--- config.mk ---
export PLATFORM = sky130hd
export DESIGN_NAME = fsm_alu
export DESIGN_NICKNAME = d
export VERILOG_FILES = /design/src/rtl/core/fsm_pkg.sv /design/src/rtl/core/fsm_alu.sv
export SDC_FILE = /design/constraint.sdc
export NUM_CORES = 2
export LEC_CHECK = 0
export BUFFER_PORTS_ARGS = -buffer_cell sky130_fd_sc_hd__buf_2
export CAP_MARGIN = 20
export CELL_PAD_IN_SITES_DETAIL_PLACEMENT = 1
export CELL_PAD_IN_SITES_GLOBAL_PLACEMENT = 2
export CORE_ASPECT_RATIO = 2
export CORE_MARGIN = 10
export CORE_UTILIZATION = 42
export DETAILED_ROUTE_END_ITERATION = 12
export PLACE_DENSITY = 0.95
export SYNTH_ARGS = -nofsm -noshare
export SYNTH_HDL_FRONTEND = slang
export SYNTH_SLANG_ARGS = --single-unit
--- constraint.sdc ---
create_clock -name vclk -period 18.3
set_input_delay 0.915 -clock vclk [all_inputs]
set_output_delay 0.915 -clock vclk [all_outputs]
set_load 0.01 [all_outputs]
--- src/rtl/core/fsm_pkg.sv ---
// Shared types, codes and constants of the stack machine core.
`default_nettype none
package fsm_pkg;
  localparam int unsigned STACK_DEPTH_DEF = 256;
  localparam int unsigned DATA_DEPTH_DEF = 1024;
  localparam int unsigned DW = 64;
  localparam int unsigned OPW = 4;
  localparam int unsigned STW = 3;
  localparam int unsigned DEPW = 8;

  typedef enum logic [OPW-1:0] {
    OP_LIT = 4'd0, OP_DUP = 4'd1, OP_DROP = 4'd2, OP_SWAP = 4'd3, OP_OVER = 4'd4,
    OP_ROT = 4'd5, OP_ADD = 4'd6, OP_SUB = 4'd7, OP_MUL = 4'd8, OP_DIV = 4'd9,
    OP_MOD = 4'd10, OP_FETCH = 4'd11, OP_STORE = 4'd12
  } op_t;

  typedef enum logic [STW-1:0] {
    ST_OK = 3'd0, ST_UNDER = 3'd1, ST_OVER = 3'd2, ST_DIVZ = 3'd3, ST_ADDR = 3'd4
  } status_t;

  typedef enum logic [3:0] {
    S_CLEAR, S_IDLE, S_RD1, S_RD2, S_RD3, S_EXEC, S_MUL, S_DIV, S_DIVFIX,
    S_MEMRD, S_MEMWAIT, S_WB1, S_WB2, S_WB3, S_TOPRD, S_OUT
  } state_t;
endpackage
`default_nettype wire

--- src/rtl/core/fsm_alu.sv ---
// Shared arithmetic unit: add, subtract (also used for the divide steps) and 16x64 multiply step.
`default_nettype none
module fsm_alu (
  input  wire logic [fsm_pkg::DW-1:0] a,
  input  wire logic [fsm_pkg::DW-1:0] b,
  input  wire logic [15:0]            mdig,
  input  wire logic [1:0]             mode,
  output logic      [fsm_pkg::DW-1:0] y,
  output logic                        carry
);
  import fsm_pkg::*;
  logic [DW:0] sum;
  logic [DW+15:0] prod;
  always_comb begin
    sum = '0;
    prod = '0;
    carry = 1'b0;
    case (mode)
      2'd0: begin
        sum = {1'b0, a} + {1'b0, b};
        y = sum[DW-1:0];
      end
      2'd1: begin
        sum = {1'b0, a} - {1'b0, b};
        y = sum[DW-1:0];
        carry = sum[DW];
      end
      2'd2: begin
        prod = {16'd0, b} * {{DW{1'b0}}, mdig};
        y = a + prod[DW-1:0];
      end
      default: y = a;
    endcase
  end
endmodule
`default_nettype wire

**Yosys cells after proc, flatten, opt, wreduce, memory -nomap -nowiden**

Index checks and enable logic that the tools add are counted.

- Flip-flop bits (word level): 0
- Input port bits: 146
- Output and inout bits: 65
- Logic and storage cells: 9

- Add/sub/neg operators: 3
- Multipliers: 1
- Equality and inequality tests: 2
- Muxes and demuxes: 2
- Reductions and logical operators: 1

Operator list:

| operator | number |
|---|---|
| one-hot mux 64 bit (3 select lines) | 1 |
| adder 64 bit | 2 |
| subtractor 64 x 64 -> 65 bit | 1 |
| multiplier 64 x 16 -> 64 bit | 1 |
| == test 2 x 1 -> 1 bit (second input constant) | 1 |
| == test 2 bit (second input constant) | 1 |
| zero test 2 bit | 1 |
| two-way mux 1 bit | 1 |

**Longest topological paths before layout**

- Depth in word-level cells: 3
- Mapped depth: 28
- Gate-level depth less buffers: 26

**Worst setup path after synthesis**

No wires, ideal clock.

- Path type: input port to output port
- From: input mdig[1]
- To: output y[63] (netlist name)
- Arrival: 7.420 ns
- Data required time: 17.385 ns
- Slack: 9.965 ns
- Cell stages on the path: 25
- Buffers on the path: 2
- Cell sequence: clkbuf_1 clkbuf_1 nand2_1 fa_1 fa_1 fa_1 fa_1 inv_1 fa_1 inv_1 fa_1 inv_1 ha_1 o21a_1 a21oi_1 o22a_1 o221ai_2 a21oi_2 o41ai_4 a31oi_1 o21ai_1 a211o_1 mux2i_1 a221o_1 a211oi_2

- Cells in the longest elaborated chain, start to end: 3

Ends and longest elaborated chain:

| what | RTL line | RTL |
|---|---|---|
| from (decl) | fsm_alu.sv:6 | `input wire logic [15:0] mdig,` |
| multiplier 64 x 16 -> 64 bit | fsm_alu.sv:29 | `prod = {16'd0, b} * {{DW{1'b0}}, mdig};` |
| adder 64 bit | fsm_alu.sv:30 | `y = a + prod[DW-1:0];` |
| one-hot mux 64 bit (3 select lines) | fsm_alu.sv:18 | `case (mode)` |
| to (decl) | fsm_alu.sv:8 | `output logic [fsm_pkg::DW-1:0] y,` |

Every way passes these cells.

**Final worst setup path**

- From: input mdig[2]
- To: output y[50] (netlist name)

The elaborated chain is that of the path after synthesis.

==> flow_summary.json <==
{
  "fp.dieW_microns": 233,
  "num_vias": 34600,
  "rsz0062_at_grt": "no",
  "nets": 6059,
  "wl_per_cell_microns": 25.3,
  "die_area_sq_mm": 0.104,
  "cpMostUsedCell": "fa_1",
  "grt_antenna_before_repair": 6,
  "post-route-util_pct": 44.1,
  "grt_usage_pct": 29.4,
  "end_kind": "output pin",
  "grt_pass1_vias": 39900,
  "grt-ovfl-total": 0,
  "synth.avg_cell_area_sq_um": 7.78,
  "top_usage_layer": "met2",
  "drt_pass1_iterations": 6,
  "hp-start": "a[10]",
  "cp_top_family": "adder cells",
  "nFillCells": 11300,
  "met3_usage_pct": 3.53,
  "use_met1_pct": 30.1,
  "cts_resized": 0,
  "drive_gt1_share_pct": 6.31,
  "grt_pass1_wl_microns": 232000,
  "io_pins": 211,
  "coreArea_sq_mm": 0.0904,
  "hpwlAfterDp_microns": 126000,
  "final_area_sq_mm": 0.0399,
  "drt-total-wl_microns": 153000,
  "nClkBuffers": 0,
  "multi_input_area_sq_mm": 0.0327,
  "place_congestion": 1.06,
  "place_area_sq_mm": 0.0399,
  "setup_viol": 0,
  "finalCriticalPeriod_ps": 10390,
  "finalHoldViolCount": 0,
  "start_util_pct": 42.3,
  "critPathArrivalTime_ps": 9470,
  "placed_cells": 6052,
  "ant_nets": 0,
  "fmax_mhz": 96.3,
  "status": "finished clean",
  "grt_use_met2_pct": 54.6,
  "yosysSeqAreaShare_pct": 0,
  "finalMaxSlewViolations": 0,
  "synth.distinct_cells": 92,
  "syn_area_sq_mm": 0.0382,
  "fin_tns_setup_ps": 0,
  "crit_buf_inv": 6,
  "cts_hold_buf": 0,
  "rows": 156,
  "critPathKind": "primary input to output pin",
  "start_kind": "primary input",
  "slew_headroom_pct": 33.1,
  "path_cells": "buf_2, buf_4, nand2_1, fa_1, fa_1, fa_1, inv_1, fa_1, fa_1, inv_1, fa_1, inv_1, ha_1, nand4_1, nor2_1, a32o_1, o31ai_4, o21ba_4, nor4_2, or2_2, a31oi_1, xor2_1, a222oi_1, buf_2",
  "portBuffers": 211,
  "synthToLayoutAreaGrowth_pct": 4.40,
  "drt_iter0_markers": 1921,
  "hold_path_class": "primary input to output pin",
  "mostFrequentLayoutCell": "inv_1",
  "worst_pin_slew_ps": 1000,
  "drc_errors": 0,
  "syn-instance-count": 4907,
  "cap_viol_max_count": 0,
  "layout_common_cells": "1175 x inv_1, 816 x fa_1, 762 x nand2_1, 277 x a21oi_1, 272 x and2_1",
  "period_share_pct": 56.8,
  "critical-path-max-stage-delay_ps": 790,
  "syn_nets": 6096,
  "seq_area_sq_um": 0,
  "flops_and_latches": 0,
  "ys.warnings.count": 0,
  "vias_per_cell": 5.70,
  "fp.dieH_microns": 446,
  "path_max_fanout": 43,
  "critPathSlowestCell": "a222oi_1",
  "grt_max_degree": 64,
  "worst_hold_path.endpoint": "y[10]",
  "post_layout_nonfiller_instances": 6057,
  "crit_required_ps": 17390,
  "min_path_cells": 4,
  "postCtsSetupBuffers": 0
}
## how the worst max path moves through the flow
stage                  from     to  cells past startpoint
finish              mdig[2]  y[50]                     24
detailed placement  mdig[5]  y[63]                     27
global placement    mdig[2]  y[63]                     26
floorplan           mdig[1]  y[63]                     25
CTS                 mdig[5]  y[63]                     27
global route        mdig[2]  y[41]                     26
## layer usage
metal / vias to the layer above / routed length, microns
met5: - / 41
met3: 613 / 7760
li1: 14800 / -
met2: 1326 / 80700
met1: 17800 / 51800
met4: 6 / 12700
## synthesized netlist by cell type (42+ instances only)
cell      count  area (sq um)
inv_1      1175          4410
fa_1        816         16300
nand2_1     762          2860
a21oi_1     277          1390
and2_1      272          1700
clkbuf_1    244           916
ha_1        227          2840
nor2_1      174           653
o21ai_0     120           601
xnor2_1     118          1030
a21o_1       73           548
o21bai_1     42           315
## stage by stage
step,hold WS (ps),setup WS [ps]
after detailed placement,2280,7990
after CTS,2280,7990
after global routing,2310,7750
after global placement,2280,8120
final,2280,7910
after floorplan,1980,9960
## tightest hold or removal path, delay by kind of cell
family	cells	cell delay [ps]
AOI/OAI and AO/OA	2	180
buffers and inverters	2	270
## layout make-up
| cell class | count | area share (%) |
|---|---|---|
| antenna | 4 | 0.0251 |
| inverter | 1184 | 11.1 |
| multi-input combinational | 3446 | 81.9 |
| tap | 1185 | 3.72 |
| timing repair buffer | 238 | 3.17 |
## cell families (layout without fill, tap and decap cells)
| logic type | Yosys count | count (layout) | share of synthesized area, % |
|---|---|---|---|
| multiplexers | 30 | 30 | 1.28 |
| other | 0 | 4 | 0 |
| adder cells (fa/ha/maj) | 1043 | 1043 | 50.2 |
| XOR/XNOR | 156 | 156 | 3.58 |
| AND/OR/NAND/NOR | 1445 | 1445 | 17.4 |
| AO/OA/AOI/OAI | 772 | 772 | 13.1 |
| buffers and inverters | 1461 | 1422 | 14.5 |
Power is not shown: default switching activity piles up to over one toggle a cycle in this logic, so the estimate is an artifact.
